===== src/capture_tachometer_rpm_assert.svh =====
// Assertion macros shared by the tachometer RTL.
// Expects i_clk and i_rst_n in the scope of each use.
`ifndef CAPTURE_TACHOMETER_RPM_ASSERT_SVH
`define CAPTURE_TACHOMETER_RPM_ASSERT_SVH

// checked out of reset only
`define CTACH_ASSERT(lbl, prop) \
    lbl: assert property (@(posedge i_clk) disable iff (!i_rst_n) prop) \
        else $error("capture_tachometer_rpm: assertion failed");

// checked at every edge, reset included
`define CTACH_ASSERT_RST(lbl, prop) \
    lbl: assert property (@(posedge i_clk) prop) \
        else $error("capture_tachometer_rpm: reset assertion failed");

`endif


===== src/ctach_pkg.sv =====
// Types and constants of the fan tachometer.
// No dependencies.
package ctach_pkg;

    localparam int CAPV_W    = 16;
    localparam int UPT_W     = 8;
    localparam int SPEED_W   = 16;
    localparam int RPM_NUM_W = 26;
    localparam int DIV_STEPS = RPM_NUM_W;
    localparam int STEP_W    = $clog2(DIV_STEPS);
    localparam int SAT_PERIOD = 915;

    localparam logic [RPM_NUM_W-1:0] RPM_NUM   = 26'd60_000_000;
    localparam logic [SPEED_W-1:0]   SPEED_MAX = 16'hFFFF;
    localparam logic [UPT_W-1:0]     UPT_RESET = 8'd4;

    localparam logic FUNC_OVF  = 1'b0;
    localparam logic FUNC_EDGE = 1'b1;

    typedef struct packed {
        logic accept;
        logic mul;
        logic chk;
        logic div_step;
        logic num_bit;
        logic load_out;
    } t_dp_cmd;

    typedef struct packed {
        logic meas;
        logic skip_div;
        logic out_full;
    } t_dp_sts;

endpackage


===== src/ctach_evt_if.sv =====
// Event channel: overflow ticks and edge captures.
// Depends on ctach_pkg.
interface ctach_evt_if import ctach_pkg::*; ();
    logic              valid;
    logic              ready;
    logic              func;
    logic [CAPV_W-1:0] capture_value;

    modport source (output valid, output func, output capture_value, input ready);
    modport sink   (input valid, input func, input capture_value, output ready);
endinterface


===== src/ctach_rpm_if.sv =====
// Result channel: speed in RPM and range flag.
// Depends on ctach_pkg.
interface ctach_rpm_if import ctach_pkg::*; ();
    logic               valid;
    logic               ready;
    logic [SPEED_W-1:0] speed_rpm;
    logic               range_flag;

    modport source (output valid, output speed_rpm, output range_flag, input ready);
    modport sink   (input valid, input speed_rpm, input range_flag, output ready);
endinterface


===== src/ctach_cfg_if.sv =====
// Configuration write channel for us_per_tick.
// Depends on ctach_pkg.
interface ctach_cfg_if import ctach_pkg::*; ();
    logic             valid;
    logic             ready;
    logic [UPT_W-1:0] us_per_tick;

    modport source (output valid, output us_per_tick, input ready);
    modport sink   (input valid, input us_per_tick, output ready);
endinterface


===== src/ctach_ctrl.sv =====
// Sequencer of the tachometer: accept, multiply, check, divide, output.
// Depends on ctach_pkg and capture_tachometer_rpm_assert.svh.
`include "capture_tachometer_rpm_assert.svh"

module ctach_ctrl import ctach_pkg::*; (
    input  logic    i_clk,
    input  logic    i_rst_n,
    input  logic    i_evt_valid,
    output logic    o_evt_ready,
    input  t_dp_sts i_sts,
    output t_dp_cmd o_cmd
);

    localparam logic [2:0] ST_IDLE = 3'd0;
    localparam logic [2:0] ST_MUL  = 3'd1;
    localparam logic [2:0] ST_CHK  = 3'd2;
    localparam logic [2:0] ST_DIV  = 3'd3;
    localparam logic [2:0] ST_OUT  = 3'd4;

    logic [2:0]        r_state, n_state;
    logic [STEP_W-1:0] r_step, n_step;
    logic [STEP_W-1:0] bit_idx;

    assign bit_idx = STEP_W'(RPM_NUM_W - 1) - r_step;

    always_comb begin
        n_state     = r_state;
        n_step      = r_step;
        o_cmd       = '0;
        o_evt_ready = 1'b0;
        case (r_state)
            ST_IDLE: begin
                o_evt_ready = 1'b1;
                if (i_evt_valid) begin
                    o_cmd.accept = 1'b1;
                    if (i_sts.meas) begin
                        n_state = ST_MUL;
                    end
                end
            end
            ST_MUL: begin
                o_cmd.mul = 1'b1;
                n_state   = ST_CHK;
            end
            ST_CHK: begin
                o_cmd.chk = 1'b1;
                n_step    = '0;
                n_state   = i_sts.skip_div ? ST_OUT : ST_DIV;
            end
            ST_DIV: begin
                o_cmd.div_step = 1'b1;
                o_cmd.num_bit  = RPM_NUM[bit_idx];
                if (r_step == STEP_W'(DIV_STEPS - 1)) begin
                    n_state = ST_OUT;
                end else begin
                    n_step = r_step + STEP_W'(1);
                end
            end
            ST_OUT: begin
                if (!i_sts.out_full) begin
                    o_cmd.load_out = 1'b1;
                    n_state        = ST_IDLE;
                end
            end
            default: begin
                n_state = ST_IDLE;
            end
        endcase
    end

    always_ff @(posedge i_clk) begin
        if (!i_rst_n) begin
            r_state <= ST_IDLE;
            r_step  <= '0;
        end else begin
            r_state <= n_state;
            r_step  <= n_step;
        end
    end

    `CTACH_ASSERT(ctrl_div_bound, (r_state == ST_DIV) |-> (r_step <= STEP_W'(DIV_STEPS - 1)))
    `CTACH_ASSERT(ctrl_mul_from_idle, (r_state == ST_MUL) |-> ($past(r_state) == ST_IDLE))
    `CTACH_ASSERT_RST(ctrl_rst_idle, !i_rst_n |=> (r_state == ST_IDLE))

endmodule


===== src/ctach_dp.sv =====
// Datapath of the tachometer: capture state, period, bit-serial divider,
// output register. Depends on ctach_pkg and capture_tachometer_rpm_assert.svh.
`include "capture_tachometer_rpm_assert.svh"

module ctach_dp import ctach_pkg::*; #(
    parameter int COUNT_WIDTH  = 8,
    parameter int CAPTURE_BITS = 16
) (
    input  logic               i_clk,
    input  logic               i_rst_n,
    input  logic               i_cfg_valid,
    input  logic [UPT_W-1:0]   i_cfg_data,
    input  logic               i_func,
    input  logic [CAPV_W-1:0]  i_capture_value,
    input  logic               i_out_ready,
    input  t_dp_cmd            i_cmd,
    output t_dp_sts            o_sts,
    output logic               o_out_valid,
    output logic [SPEED_W-1:0] o_speed_rpm,
    output logic               o_range_flag
);

    localparam int CAP_W  = (CAPTURE_BITS < CAPV_W) ? CAPTURE_BITS : CAPV_W;
    localparam int TICK_W = COUNT_WIDTH + CAPTURE_BITS;
    localparam int PROD_W = TICK_W + UPT_W;
    localparam int CMP_W  = (PROD_W > RPM_NUM_W) ? PROD_W : RPM_NUM_W;

    logic [UPT_W-1:0]       r_upt, n_upt;
    logic [CAP_W-1:0]       r_last, n_last;
    logic                   r_await, n_await;
    logic [COUNT_WIDTH-1:0] r_count, n_count;
    logic                   r_out_valid, n_out_valid;

    logic [TICK_W-1:0]      r_ticks, n_ticks;
    logic                   r_flag, n_flag;
    logic [PROD_W-1:0]      r_prod, n_prod;
    logic [RPM_NUM_W-1:0]   r_rem, n_rem;
    logic [RPM_NUM_W-1:0]   r_div, n_div;
    logic [SPEED_W-1:0]     r_quot, n_quot;
    logic [SPEED_W-1:0]     r_spd, n_spd;
    logic                   r_oflag, n_oflag;

    logic [CAP_W-1:0]       cap_lo;
    logic                   wrap;
    logic [COUNT_WIDTH-1:0] cnt_eff;
    logic [TICK_W-1:0]      ticks;
    logic                   cnt_full;
    logic                   sat;
    logic                   big;
    logic [RPM_NUM_W:0]     rem_sh;
    logic [RPM_NUM_W:0]     rem_sub;
    logic                   ge;

    assign cap_lo   = i_capture_value[CAP_W-1:0];
    assign wrap     = (r_count == '0) && (cap_lo < r_last);
    assign cnt_eff  = wrap ? COUNT_WIDTH'(1) : r_count;
    assign ticks    = {cnt_eff, CAPTURE_BITS'(cap_lo)} - TICK_W'(r_last);
    assign cnt_full = &r_count;

    // period of zero or too short for 16 bits of RPM
    assign sat = CMP_W'(r_prod) <= CMP_W'(SAT_PERIOD);
    assign big = CMP_W'(r_prod) > CMP_W'(RPM_NUM);

    assign rem_sh  = {r_rem, i_cmd.num_bit};
    assign rem_sub = rem_sh - {1'b0, r_div};
    assign ge      = rem_sh >= {1'b0, r_div};

    assign o_sts.meas     = (i_func == FUNC_EDGE) && !r_await;
    assign o_sts.skip_div = sat || big;
    assign o_sts.out_full = r_out_valid && !i_out_ready;

    always_comb begin
        n_upt       = r_upt;
        n_last      = r_last;
        n_await     = r_await;
        n_count     = r_count;
        n_out_valid = r_out_valid;
        n_ticks     = r_ticks;
        n_flag      = r_flag;
        n_prod      = r_prod;
        n_rem       = r_rem;
        n_div       = r_div;
        n_quot      = r_quot;
        n_spd       = r_spd;
        n_oflag     = r_oflag;

        if (i_cfg_valid) begin
            n_upt = i_cfg_data;
        end

        if (i_cmd.accept) begin
            if (i_func == FUNC_EDGE) begin
                n_last  = cap_lo;
                n_count = '0;
                n_await = 1'b0;
                n_ticks = ticks;
                n_flag  = cnt_full;
            end else if (!r_await && !cnt_full) begin
                n_count = r_count + COUNT_WIDTH'(1);
            end
        end

        if (i_cmd.mul) begin
            n_prod = PROD_W'(r_ticks) * PROD_W'(r_upt);
        end

        if (i_cmd.chk) begin
            n_rem  = '0;
            n_div  = RPM_NUM_W'(r_prod);
            n_quot = sat ? SPEED_MAX : '0;
        end

        if (i_cmd.div_step) begin
            n_rem  = ge ? RPM_NUM_W'(rem_sub) : RPM_NUM_W'(rem_sh);
            n_quot = {r_quot[SPEED_W-2:0], ge};
        end

        if (i_cmd.load_out) begin
            n_spd       = r_quot;
            n_oflag     = r_flag;
            n_out_valid = 1'b1;
        end else if (i_out_ready) begin
            n_out_valid = 1'b0;
        end
    end

    always_ff @(posedge i_clk) begin
        if (!i_rst_n) begin
            r_upt       <= UPT_RESET;
            r_last      <= '0;
            r_await     <= 1'b1;
            r_count     <= '0;
            r_out_valid <= 1'b0;
        end else begin
            r_upt       <= n_upt;
            r_last      <= n_last;
            r_await     <= n_await;
            r_count     <= n_count;
            r_out_valid <= n_out_valid;
        end
    end

    always_ff @(posedge i_clk) begin
        r_ticks <= n_ticks;
        r_flag  <= n_flag;
        r_prod  <= n_prod;
        r_rem   <= n_rem;
        r_div   <= n_div;
        r_quot  <= n_quot;
        r_spd   <= n_spd;
        r_oflag <= n_oflag;
    end

    assign o_out_valid  = r_out_valid;
    assign o_speed_rpm  = r_spd;
    assign o_range_flag = r_oflag;

    `CTACH_ASSERT(dp_await_no_count, r_await |-> (r_count == '0))
    `CTACH_ASSERT(dp_load_sets_valid, i_cmd.load_out |=> r_out_valid)

endmodule


===== src/capture_tachometer_rpm.sv =====
// Fan tachometer: edge-to-edge period measurement converted to RPM.
// Uses the event, result and configuration channels of i_evt, o_rpm, i_cfg.
// Timer overflow words (func 0) only advance the overflow count; it counts
// from the first edge on and holds at its maximum. The first edge word just
// stores its capture; each later edge word gives one result word:
// 60,000,000 / (ticks * us_per_tick), saturated to 65535, with range_flag set
// when the overflow count had saturated.
// Overflow words are taken in the idle state. An edge word goes to its result by
// accept, multiply, check, 26 steps of the restoring divider (one quotient
// bit per cycle), load of the output register. Saturated periods and periods
// above 60,000,000 us skip the divider.
// After reset us_per_tick is 4 and the block waits for a first edge.
// The configuration channel is always ready; write it only while idle.
// A result waits in the output register while the receiver stalls; events
// keep being taken meanwhile, and a further edge result parks in the output
// step with the event ready low until that register frees up.
// Depends on ctach_pkg, the channel interfaces, ctach_ctrl and ctach_dp.
module capture_tachometer_rpm import ctach_pkg::*; #(
    parameter int COUNT_WIDTH  = 8,
    parameter int CAPTURE_BITS = 16
) (
    input  logic          i_clk,
    input  logic          i_rst_n,
    ctach_evt_if.sink     i_evt,
    ctach_rpm_if.source   o_rpm,
    ctach_cfg_if.sink     i_cfg
);

    t_dp_cmd cmd;
    t_dp_sts sts;

    assign i_cfg.ready = 1'b1;

    ctach_ctrl u_ctrl (
        .i_clk       (i_clk),
        .i_rst_n     (i_rst_n),
        .i_evt_valid (i_evt.valid),
        .o_evt_ready (i_evt.ready),
        .i_sts       (sts),
        .o_cmd       (cmd)
    );

    ctach_dp #(
        .COUNT_WIDTH  (COUNT_WIDTH),
        .CAPTURE_BITS (CAPTURE_BITS)
    ) u_dp (
        .i_clk           (i_clk),
        .i_rst_n         (i_rst_n),
        .i_cfg_valid     (i_cfg.valid),
        .i_cfg_data      (i_cfg.us_per_tick),
        .i_func          (i_evt.func),
        .i_capture_value (i_evt.capture_value),
        .i_out_ready     (o_rpm.ready),
        .i_cmd           (cmd),
        .o_sts           (sts),
        .o_out_valid     (o_rpm.valid),
        .o_speed_rpm     (o_rpm.speed_rpm),
        .o_range_flag    (o_rpm.range_flag)
    );

endmodule


===== src/flat_wrapper.sv =====
// flat-port wrapper written by rule: the top's interface ports become plain ports
module capture_tachometer_rpm_flat import ctach_pkg::*;
#(
    parameter int COUNT_WIDTH  = 8,
    parameter int CAPTURE_BITS = 16
)
  (i_clk, i_rst_n, i_evt_valid, i_evt_func, i_evt_capture_value, i_evt_ready, o_rpm_valid, o_rpm_speed_rpm, o_rpm_range_flag, o_rpm_ready, i_cfg_valid, i_cfg_us_per_tick, i_cfg_ready);
  ctach_evt_if i_evt_i ();
  ctach_rpm_if o_rpm_i ();
  ctach_cfg_if i_cfg_i ();
  input  logic i_clk;
  input  logic i_rst_n;
  input wire logic [$bits(i_evt_i.valid)-1:0] i_evt_valid;
  input wire logic [$bits(i_evt_i.func)-1:0] i_evt_func;
  input wire logic [$bits(i_evt_i.capture_value)-1:0] i_evt_capture_value;
  output wire logic [$bits(i_evt_i.ready)-1:0] i_evt_ready;
  output wire logic [$bits(o_rpm_i.valid)-1:0] o_rpm_valid;
  output wire logic [$bits(o_rpm_i.speed_rpm)-1:0] o_rpm_speed_rpm;
  output wire logic [$bits(o_rpm_i.range_flag)-1:0] o_rpm_range_flag;
  input wire logic [$bits(o_rpm_i.ready)-1:0] o_rpm_ready;
  input wire logic [$bits(i_cfg_i.valid)-1:0] i_cfg_valid;
  input wire logic [$bits(i_cfg_i.us_per_tick)-1:0] i_cfg_us_per_tick;
  output wire logic [$bits(i_cfg_i.ready)-1:0] i_cfg_ready;
  assign i_evt_i.valid = i_evt_valid;
  assign i_evt_i.func = i_evt_func;
  assign i_evt_i.capture_value = i_evt_capture_value;
  assign i_evt_ready = i_evt_i.ready;
  assign o_rpm_valid = o_rpm_i.valid;
  assign o_rpm_speed_rpm = o_rpm_i.speed_rpm;
  assign o_rpm_range_flag = o_rpm_i.range_flag;
  assign o_rpm_i.ready = o_rpm_ready;
  assign i_cfg_i.valid = i_cfg_valid;
  assign i_cfg_i.us_per_tick = i_cfg_us_per_tick;
  assign i_cfg_ready = i_cfg_i.ready;
  capture_tachometer_rpm #(.COUNT_WIDTH(COUNT_WIDTH), .CAPTURE_BITS(CAPTURE_BITS)) u_core (.i_clk(i_clk), .i_rst_n(i_rst_n), .i_evt(i_evt_i), .o_rpm(o_rpm_i), .i_cfg(i_cfg_i));
endmodule

===== config.mk =====
export PLATFORM = sky130hd
export DESIGN_NAME = capture_tachometer_rpm_flat
export DESIGN_NICKNAME = d
export VERILOG_FILES = /design/src/ctach_pkg.sv /design/src/ctach_evt_if.sv /design/src/ctach_rpm_if.sv /design/src/ctach_cfg_if.sv /design/src/ctach_ctrl.sv /design/src/ctach_dp.sv /design/src/capture_tachometer_rpm.sv /design/src/flat_wrapper.sv
export VERILOG_INCLUDE_DIRS = /design/src /design/src/src
export SDC_FILE = /design/constraint.sdc
export NUM_CORES = 1
export LEC_CHECK = 0
export BUFFER_PORTS_ARGS = -buffer_cell sky130_fd_sc_hd__buf_2
export CORE_MARGIN = 2
export CORE_UTILIZATION = 35
export DETAILED_ROUTE_END_ITERATION = 8
export PLACE_DENSITY = 0.49
export SLEW_MARGIN = 0
export SYNTH_ARGS = -nofsm -noshare
export SYNTH_HDL_FRONTEND = slang
export SYNTH_HIERARCHICAL = 1
export SYNTH_SLANG_ARGS = --single-unit

===== constraint.sdc =====
create_clock -name i_clk -period 12.5 [get_ports i_clk]
set_clock_uncertainty 0.2 [all_clocks]
set_input_delay 0.625 -clock i_clk [delete_from_list [all_inputs] [get_ports i_clk]]
set_output_delay 0.625 -clock i_clk [all_outputs]
set_load 0.1 [all_outputs]

* Word-level counts from Yosys, hierarchy flattened
Memories as Yosys holds them, arrays and structs flattened. Cells that the tools add are included.
Operators by class: add/subtract/negate cells 5, multipliers 1, $lt $le $gt $ge 5, equality and inequality tests 10, mux-type cells 28, reductions and logical operators 19
Operators with widths (number):
- $mux 26 | 3
- $mux 16 | 3
- $gt 32x26->1 const B | 1
- $le 32x10->1 const B | 1
- $mul 24x8->32 | 1
- $ge 27x26->1 | 1
- $sub 26x26->26 | 1
- $mux 8 | 3
- $sub 24x16->24 | 1
- $lt 16x16->1 | 1
- $mux 3 | 5
- $pmux 3 s5 | 1
- $mux 1 | 10
- $pmux 5 s2 | 1
- $add 8x1->8 const B | 1
- $logic_not 8->1 | 1
- $ne 2x2->1 const B | 4
- $reduce_and 8->1 | 1
- $reduce_bool 2->1 | 4
- $eq 3x2->1 const B | 2
- $lt 5x6->1 const B | 1
- $reduce_and 2->1 | 3
- $add 5x1->5 const B | 1
- $eq 5x5->1 const B | 1
- other kinds (11) | 16
Storage, ports and cells: register bits after elaboration 184, bits in read-only memories 32, output and inout port bits 20, memories 1
Memory list:
- (name not given) | depth 32, width 1, rd ports 1, clocked after Yosys merged registers in 0, write ports 0, line ctach_ctrl.sv:52 | o_cmd.num_bit = RPM_NUM[bit_idx];

* Logic depth before layout (Yosys ltp)
Gate-level depths: netlist of run 1.
depth after elaboration 7, mapped depth 20, mapped depth without buffers 18

* Cells and area by module
Netlist of run 1, hierarchy kept.
Modules (own cells, without submodules):
- ctach_dp | instances 1, cells each 1531, area each 15004.4 µm², seq. area each 4944.7 µm²
- ctach_ctrl | instances 1, cells each 76, area each 644.4 µm², seq. area each 160.2 µm²
- capture_tachometer_rpm | instances 1, cells each 2, area each 11.3 µm², seq. area each 0.0 µm²

* Worst setup path before layout of run 1
Ideal clock, no wire load.
path kind reg-to-reg, start register u_core.u_dp.r_upt[7], end register u_core.u_dp.r_prod[31] (data pin), library setup time 0.255 ns, data arrival time 4.777 ns, required time 12.045 ns, path slack 7.268 ns, cell stages (with the launch flop) 19, path buffers 1, clock period less this slack 5.232 ns, path through dfxtp_1 clkbuf_1 nand2_1 fa_1 fa_1 inv_1 fa_1 inv_1 fa_1 inv_1 ha_1 o21a_1 o31a_1 o31ai_1 o2111ai_1 nand3_2 a31oi_4 or4b_1 and3_1
Between the ends: word-level cells in the longest chain between the ends 1
Ends and longest elaborated chain:
- start: declaration | line ctach_dp.sv:28 | logic [UPT_W-1:0] r_upt, n_upt;
- start signal: assignment | line ctach_dp.sv:135 | r_upt <= n_upt;
- $mul 24x8->32 | line ctach_dp.sv:104 | n_prod = PROD_W'(r_ticks) * PROD_W'(r_upt);
- end signal: assignment | line ctach_dp.sv:146 | r_prod <= n_prod;
- end: declaration | line ctach_dp.sv:36 | logic [PROD_W-1:0] r_prod, n_prod;
No other way between the ends. A chain may end at the register's enable or synchronous reset.

* Final worst setup path of run 1
Ends and elaborated chain as after synthesis.

==> results of run 1 <==
[cell families (layout without fill, tap and decap cells)]
| group | after synthesis | in the layout | synth area share [%] |
|---|---|---|---|
| buf+inv | 281 | 316 | 6.98 |
| flops | 184 | 184 | 32.6 |
| simple gates | 554 | 554 | 18.4 |
| fa+ha+maj | 235 | 235 | 25.2 |
| compound gates | 270 | 270 | 11.9 |
| xor+xnor | 58 | 58 | 3.24 |
| other cells | 1 | 1 | 0.0239 |
| mux | 26 | 26 | 1.67 |
[worst max-delay path: stages, from the launching register on]
cell,delay (ns)
dfxtp_1,0.90
nand2_1,0.18
fa_1,0.55
fa_1,0.55
inv_1,0.06
fa_1,0.52
inv_1,0.05
fa_1,0.52
inv_1,0.04
ha_1,0.33
o21a_1,0.12
o31a_1,0.14
o31ai_1,0.51
o2111ai_1,0.29
nand3_2,0.17
a31oi_4,0.12
or4b_1,0.51
and3_1,0.17
[state kept, by name (all words and copies together), names as in the netlist, 5 cells and up]
signal                   count
u_core/u_dp/r_count          8
u_core/u_dp/r_rem           26
u_core/u_dp/r_prod          32
u_core/u_dp/r_div           26
u_core/u_dp/r_upt            8
u_core/u_dp/r_ticks         24
u_core/u_ctrl/r_step         5
u_core/u_dp/o_speed_rpm     16
u_core/u_dp/r_quot          16
u_core/u_dp/r_last          16
[path summary, 6_finish.rpt]
check / start / to / depth (start not counted)
setup / recovery: u_core/u_dp/r_upt[7] / u_core/u_dp/r_prod[31] / 17
hold / removal: i_cfg_us_per_tick[2] / u_core/u_dp/r_upt[2] / 3
setup reg to reg: u_core/u_dp/r_upt[7] / u_core/u_dp/r_prod[31] / 17
hold reg to reg: u_core/u_dp/r_quot[15] / u_core/u_dp/o_speed_rpm[15] / 0
[metrics by stage]
stage / area, µm² / hold WS [ns] / utilization, % / std cells / power, mW
2_1_floorplan: 15700 / 0.200 / - / 1609 / 2.11
6_report: 17100 / 0.180 / 38.7 / 2236 / 3.00
4_1_cts: 17100 / 0.146 / 38.7 / 2236 / 3.04
5_1_grt: 17100 / 0.158 / 38.7 / 2236 / 3.28
3_3_place_gp: 16500 / 0.208 / 37.3 / 2204 / 2.44
3_5_place_dp: 16500 / 0.214 / 37.3 / 2204 / 2.45
[power groups by stage]
stage	Combinational, mW	Clock, mW	Sequential [mW]
floorplan	1.11	0	1.01
global placement	1.49	0	0.948
detailed placement	1.50	0	0.949
CTS	1.50	0.601	0.935
global route	1.70	0.624	0.951
finish	1.49	0.580	0.933
[layout by cell type (no fill, tap or decap), drive strengths merged, types with 5 or more instances in the layout]
| cell | n |
|---|---|
| inv | 234 |
| and2 | 151 |
| edfxtp | 142 |
| nand2 | 134 |
| fa | 134 |
| ha | 101 |
| nor2 | 100 |
| a21oi | 60 |
| buf | 54 |
| o21ai | 47 |
| dfxtp | 42 |
| xnor2 | 40 |
| nor3 | 32 |
| a21o | 27 |
| nand3 | 27 |
| mux2i | 25 |
| nor2b | 20 |
| a21boi | 20 |
| o21a | 19 |
| xor2 | 18 |
| clkbuf | 17 |
| nand4 | 16 |
| nand2b | 14 |
| a31oi | 14 |
| a211oi | 13 |
| and3 | 12 |
| nor4 | 12 |
| nand3b | 8 |
| clkinv | 8 |
| or3 | 7 |
| o31a | 7 |
| o31ai | 7 |
| o21bai | 6 |
| o211ai | 6 |
| o22ai | 5 |
[routing by layer]
| metal | global-route usage (%) | vias up | wire length [µm] |
|---|---|---|---|
| li1 | - | 5470 | - |
| met1 | 20.4 | 5218 | 16500 |
| met2 | 24.8 | 135 | 15300 |
| met3 | 2.97 | 21 | 973 |
| met4 | 3.38 | 2 | 369 |
| met5 | 0 | - | 7 |
[cell type report]
cell class / instances / area share [%]
multi-input combinational: 1144 / 55.4
sequential: 184 / 29.8
inverter: 230 / 5.05
tap: 592 / 4.33
clock buffer: 17 / 2.49
timing repair buffer: 54 / 1.67
clock inverter: 15 / 1.20
==> results, run 1 <==
- The run finished with clean final reports.
- The floorplan has 77 rows.
- The number of buffers created by CTS is 17.
- The share of total power in combinational logic is 49.6%.
- Among all flip-flop cells after synthesis, the most frequent one is edfxtp_1.
- Counting along the longest clock path gives a buffer depth of 2.
- The highest attainable clock frequency is 161 MHz.
- The number of nets still failing antenna checks after routing is 0.
- For this design the static power due to leakage is 7.39 nW.
- The post-synthesis net count is 1874.
- The detailed router finished its first iteration with 429 violations.
- STA classifies the critical path endpoint as a register.
- The slew at the pin closest to its max-slew limit is 1.19 ns.
- For this design, the sink count on the clock tree is 184.
- For this run, the detailed router's first-pass iteration total came to 5.
- The tool flagged a number of max-cap violations equal to 0.
- The pin count of the biggest net entering global routing is 43.
- The worst path in the final design needs a cycle of a little over 6 ns, including I/O delays and setup.
- For this design the ratio of total power to cell area is 176 nW/µm².
- The part of the power in registers is 31.1%.
- The number of synthesis warnings is 6.
- The top cell type by area accounts for about 27% of the synthesized area.
- Summed over all layers, the routed wires come to 33200 µm.
- The post-route netlist has 6.93% of its cells at a drive strength greater than 1.
- The max-slew violation total from the final report is 0.
- From bottom edge to top edge, the die measures 216 µm.
- The DRC violation count after routing is 0.
- The via count of the first global-routing pass is ~11000.
- Setup violations remaining at the end of the flow were counted as 0.
- The internal portion of the total power is 1.70 mW.
- Measured against its own limit, the worst slew margin works out to a little over a fifth.
- The peak supply drop is 104 µV.
- In this run the standard cell core region covers 44200 µm².
- The sequential cells in the finished layout cover a total of 5100 µm².
- The post-synthesis instance total is 1609.
- The clock network burns just under 20% of the power.
- Of the available clock period, the critical path in the final layout requires 49.6%.
- The via density per instance is a little under 5.
- For this design the top-level I/O count stands at 50.
- Setup slack closes at 6.30 ns.
- After synthesis, the mean cell area works out to 9.73 µm².
- The post-CTS repair timing setup buffer count is 0.
- The largest total area in the synthesized netlist belongs to edfxtp_1.
- Once the floorplan was initialized, standard cells occupied 35.4% of the core.
- The count of flip-flops with a built-in enable after synthesis is 142.
- Global routing used 15.0% of the available tracks.
- Ranked by total cell area, the synthesized netlist is headed by edfxtp_1 (27%), fa_1 (17%), ha_1 (8.1%).
- The total vias in the final route is around 11000.
- The number of nets in the layout is 1896.
- The worst path required time is 12.53 ns.
- After detailed routing, the average wire length per cell comes to 14.8 µm.
- The first global-routing pass estimated 56500 µm of wire.
- The final global-route overflow total is 0.
- TritonCTS built the clock tree.
- After filler insertion, the fill cell instance count of the layout stands at 4378.
- The class of the worst hold path is in2reg.
- Of all nets on the critical path, the largest fanout is 25.
- The most repeated cell in the gate-level netlist after synthesis is inv_1.
- The worst register-to-register path has a setup slack of 6.30 ns.
- The post-synthesis sequential area ratio is 32.6%.
- The share of synthesized flip-flops with an asynchronous set or reset is 0%.
- Setup repair after global routing left no endpoint under its margin.
- Clock latency on the worst-skew pair, taken at its later pin, is around 0.47 ns.
- The H-tree depth is 4.
- The flip-flop and latch count after synthesis is 184.
- The floorplan step defined a die boundary enclosing 46500 µm².
- The area added between synthesis and finish is 9.25%.
- The die outline width is 216 µm.
- The post-synthesis cell type count is 82.
- Data arrives at the worst endpoint at 6.23 ns.
- The repair_antennas step left the layout with diodes totalling 0.
- The switching portion of total power is a little over two fifths.
- The number of endpoints with negative hold slack in the final report is 0.
- After routing, the total negative slack on setup checks comes to 0 ns.
- The placer congestion estimate is 0.829.
- After clock tree synthesis, the repair step resized 0 gates.
- The buffer cell driving the clock tree root is clkbuf_16.
- The worst setup path is launched from a register.
- The clock-pin slew reported for the worst setup and hold paths after clock tree synthesis is 0.08 ns.
- The switching power summed over all nets is 1.30 mW.
- Buffers placed on the I/O ports in this run total between 40 and 50.
- The HPWL after detailed placement is around 25000 µm.
- The worst setup path is of the reg2reg kind.
- At the placement stage, the worst setup path has a slack of 6.42 ns.
- The cell area that synthesis handed to floorplanning was ~16000 µm².
- The number of hold-repair buffers added at the cts stage is 0.
- The commonest cells after synthesis are inv_1 (224), and2_1 (151), edfxtp_1 (142), fa_1 (134), nand2_1 (134).
- The number of antenna violations at the first check in global routing is 2.
- The multi-input logic area is 9480 µm².
(Power assumes the default switching activity.)
==> run 2, diff against run 1 <==
Clock period 12.5 ns to 6 ns, I/O delays scaled along.
==> run 2 against run 1 <==
- worst setup slack lost 6.0 ns
- global-route usage grew 0.13 points
- register-to-register slack lost 6.0 ns
- critical path depth shrank 1
- clock-buffer cell count grew 1
- final area grew 1.7%
- first-iteration DRC count shrank 2.8%
- via count grew 0.74%
- routed wire length grew 1.6%
- worst hold slack lost 0.12 ns
- critical endpoint unchanged
==> results, run 2 (synthesis results as in run 1) <==
- The worst reg-to-reg setup slack is 0.26 ns.
- The share of final-layout standard cells stronger than drive strength 1 is under 10%.
- The number of nets in the layout is between 1500 and 2000.
- Setup violations remaining at the end of the flow were counted as 0.
- The critical path endpoint category is a register.
- The sort of element at the start of the critical path is a register.
- The final global-route overflow total is 0.
- Entering global routing, the biggest net connects 43 pins.
- The arrival time reported for the critical path endpoint is 5.77 ns.
- At the end of routability-driven placement, the weighted congestion stood at 0.822.
- Timing analysis after detailed placement gives a worst setup slack of approximately 0.27 ns.
- At the pin with the least slew margin, the transition time is 1.14 ns.
- The first routing iteration left 417 violations.
- Summed over all cells, the static leakage comes to around 7.5 nW.
- The path class of the tightest hold or removal check is in2reg.
- The total vias in the final route is 10900.
- Derived from the worst setup path, the maximum achievable clock frequency is between 150 and 200 MHz.
- The number of cells in the design after placement is 2215.
- The flow ran to the end, and the final reports show no timing, DRC or antenna violations.
- The tool flagged a number of max-cap violations equal to 0.
- Total power for the finished layout comes to between 6 and 7 mW.
- TritonCTS built the clock tree.
- In this run the core area contains 77 standard-cell rows.
- The peak supply drop is 273 µV.
- The critical path in this run is classified as reg2reg.
- The initial standard-cell utilization of the core is 35.4%.
- The wire length of the first global-routing pass is 57400 µm.
- Leaving out fill and tap cells, the most frequent cell in the layout is inv_1.
- In the finished design, the share of the clock period the worst path needs comes to 95.7%.
- The post-layout worst setup margin is between 0.2 and 0.3 ns.
- The clock latency of the later-clocked register in the worst-skew pair is 0.46 ns.
- The last element of the critical path is u_core/u_dp/r_prod[31].
- CTS saw 184 sinks.
- Setup repair after global routing left no endpoint under its margin.
- The register with the most flip-flops in the final layout is u_core/u_dp/r_prod.
- After detailed placement, the total cell area comes to ~17000 µm².
- Once layout is complete, the cells apart from fillers number around 2300.
- The register with the most flip-flops in the layout has 32 of them.
- In this run the critical register-to-register path is captured at u_core/u_dp/r_prod[31].
- Global routing used between 10% and 20% of the available tracks across all layers.
- The launch point of the worst reg-to-reg path is u_core/u_dp/r_upt[2].
- Power spread over the standard cell area amounts to 356 nW/µm².
- 0 antenna diodes ended up in the layout.
- The H-tree was split into 4 levels.
- Measured on the finished design, the core utilization comes to 39.3%.
- In the final layout, the registers with the most flip-flops are u_core/u_dp/r_prod x32, u_core/u_dp/r_div x26, u_core/u_dp/r_rem x26.
- The total area inside the core boundary comes to 44200 µm².
- The number of buffers created by CTS is 17.
- Dividing the detail-routed via count by the number of cells gives 4.81.
- In this run the tightest slew margin relative to its limit is between 20% and 30%.
- The number of endpoints with negative hold slack in the final report came to 0.
- CTS placed an instance of clkbuf_16 at the clock tree root.
- The number of antenna violations at the first check in global routing is 1.
- The first TritonRoute pass finished after 5 iterations.
- The number of I/O port buffers is 48.
- The number of I/O pins is 50.
- The post-CTS repair timing setup buffer count is 0.
- STA puts the critical path data required time at about 6.0 ns.
- The count of nets left with antenna violations once routing finished came out at 0.
- Leaving out fill and tap cells, the most frequent cells in the layout are inv_1 (224), and2_1 (151), edfxtp_1 (142).
- In this run the worst setup path begins at u_core/u_dp/r_upt[2].
- Summed over all layers, the routed wires come to 33700 µm.
- The placed wire-length estimate is ~26000 µm.
- The clock-pin slew reported for the worst setup and hold paths after clock tree synthesis is 0.07 ns.
- Compared with the post-synthesis result, the final layout area differs by 11.1%.
- The routed length per instance is 14.8 µm.
- After routing the design area is 17400 µm².
- The filler cell count is 4400.
- The max-slew violation total from the final report came to 0.
- The overall die area is 46500 µm².
- The DRC violation count after routing is 0.
- No sink is reached through more buffers than the 2 on the longest clock path.
- In this run the horizontal extent of the chip is approximately 220 µm.
- The minimum clock period after layout is 5.74 ns.
- The maximum fanout along the worst path is 19.
- The via count of the first global-routing pass is around 11000.
- The smallest hold slack is ~0.055 ns.
- The total negative slack is 0 ns.
- The worst hold path begins at i_evt_valid.
- The number of cells on the worst reg-to-reg path is 16.
- The overall die height is 216 µm.
## run 2: cell count changes in the layout (fill, tap and decap cells not counted), sizes merged
cell         previous run  this run
clkbuf                 17        18
clkinv                  8        10
buf                    54        65
dlygate4sd3             0        25
inv                   234       233
bufinv                  2         0
## run 2: critical path, stage by stage, from the launching register on
cell     delay, ns
dfxtp_1       0.70
and2_1        0.23
fa_1          0.44
fa_1          0.47
fa_1          0.55
inv_1         0.06
fa_1          0.52
inv_1         0.04
ha_1          0.36
a21oi_1       0.16
nor3_1        0.07
o31ai_1       0.48
a41oi_1       0.24
nand3_2       0.18
a31oi_4       0.12
or4b_1        0.51
and3_1        0.17
## run 2: cell type report
cell class	instances	area, µm²	share of cell area [%]
Clock inverter	14	143	0.820
Inverter	230	863	4.96
Clock buffer	18	429	2.47
Timing Repair Buffer	90	631	3.62
Sequential cell	184	5110	29.4
Tap cell	592	741	4.26
Multi-Input combinational cell	1144	9480	54.5
## run 2: where the power goes
| group | internal [mW] | leakage (nW) | total [mW] | switching (mW) |
|---|---|---|---|---|
| Combinational | 1.18 | 5.62 | 3.14 | 1.95 |
| Clock | 0.550 | 0.277 | 1.12 | 0.567 |
| Sequential | 1.75 | 1.63 | 1.93 | 0.183 |
## run 2: how the worst min path moves through the flow
stage / endpoint / slack, ns / cells past startpoint
finish: u_core/u_ctrl/r_state[2] / 0.06 / 4
floorplan: u_core/u_dp/o_range_flag / 0.20 / 0
detailed placement: u_core/u_dp/o_range_flag / 0.21 / 0
global placement: u_core/u_dp/o_range_flag / 0.20 / 0
CTS: u_core/u_dp/o_out_valid / 0.02 / 3
global route: u_core/u_dp/o_out_valid / 0.04 / 3
## run 2: what timing repair did
action                     4_1_cts  5_1_grt
hold endpoints to repair        25        0
gates resized for setup          0        2
setup endpoints to repair        0        1
hold buffers                    25        0
## run 2: metal layers
metal | global-route usage (%) | vias up | part of all wire, %
li1 | - | 5531 | -
met1 | 20.9 | 5228 | 50
met2 | 24.6 | 141 | 46
met3 | 2.48 | 26 | 2.6
met4 | 4.02 | 0 | 1.4
met5 | 0 | - | 0
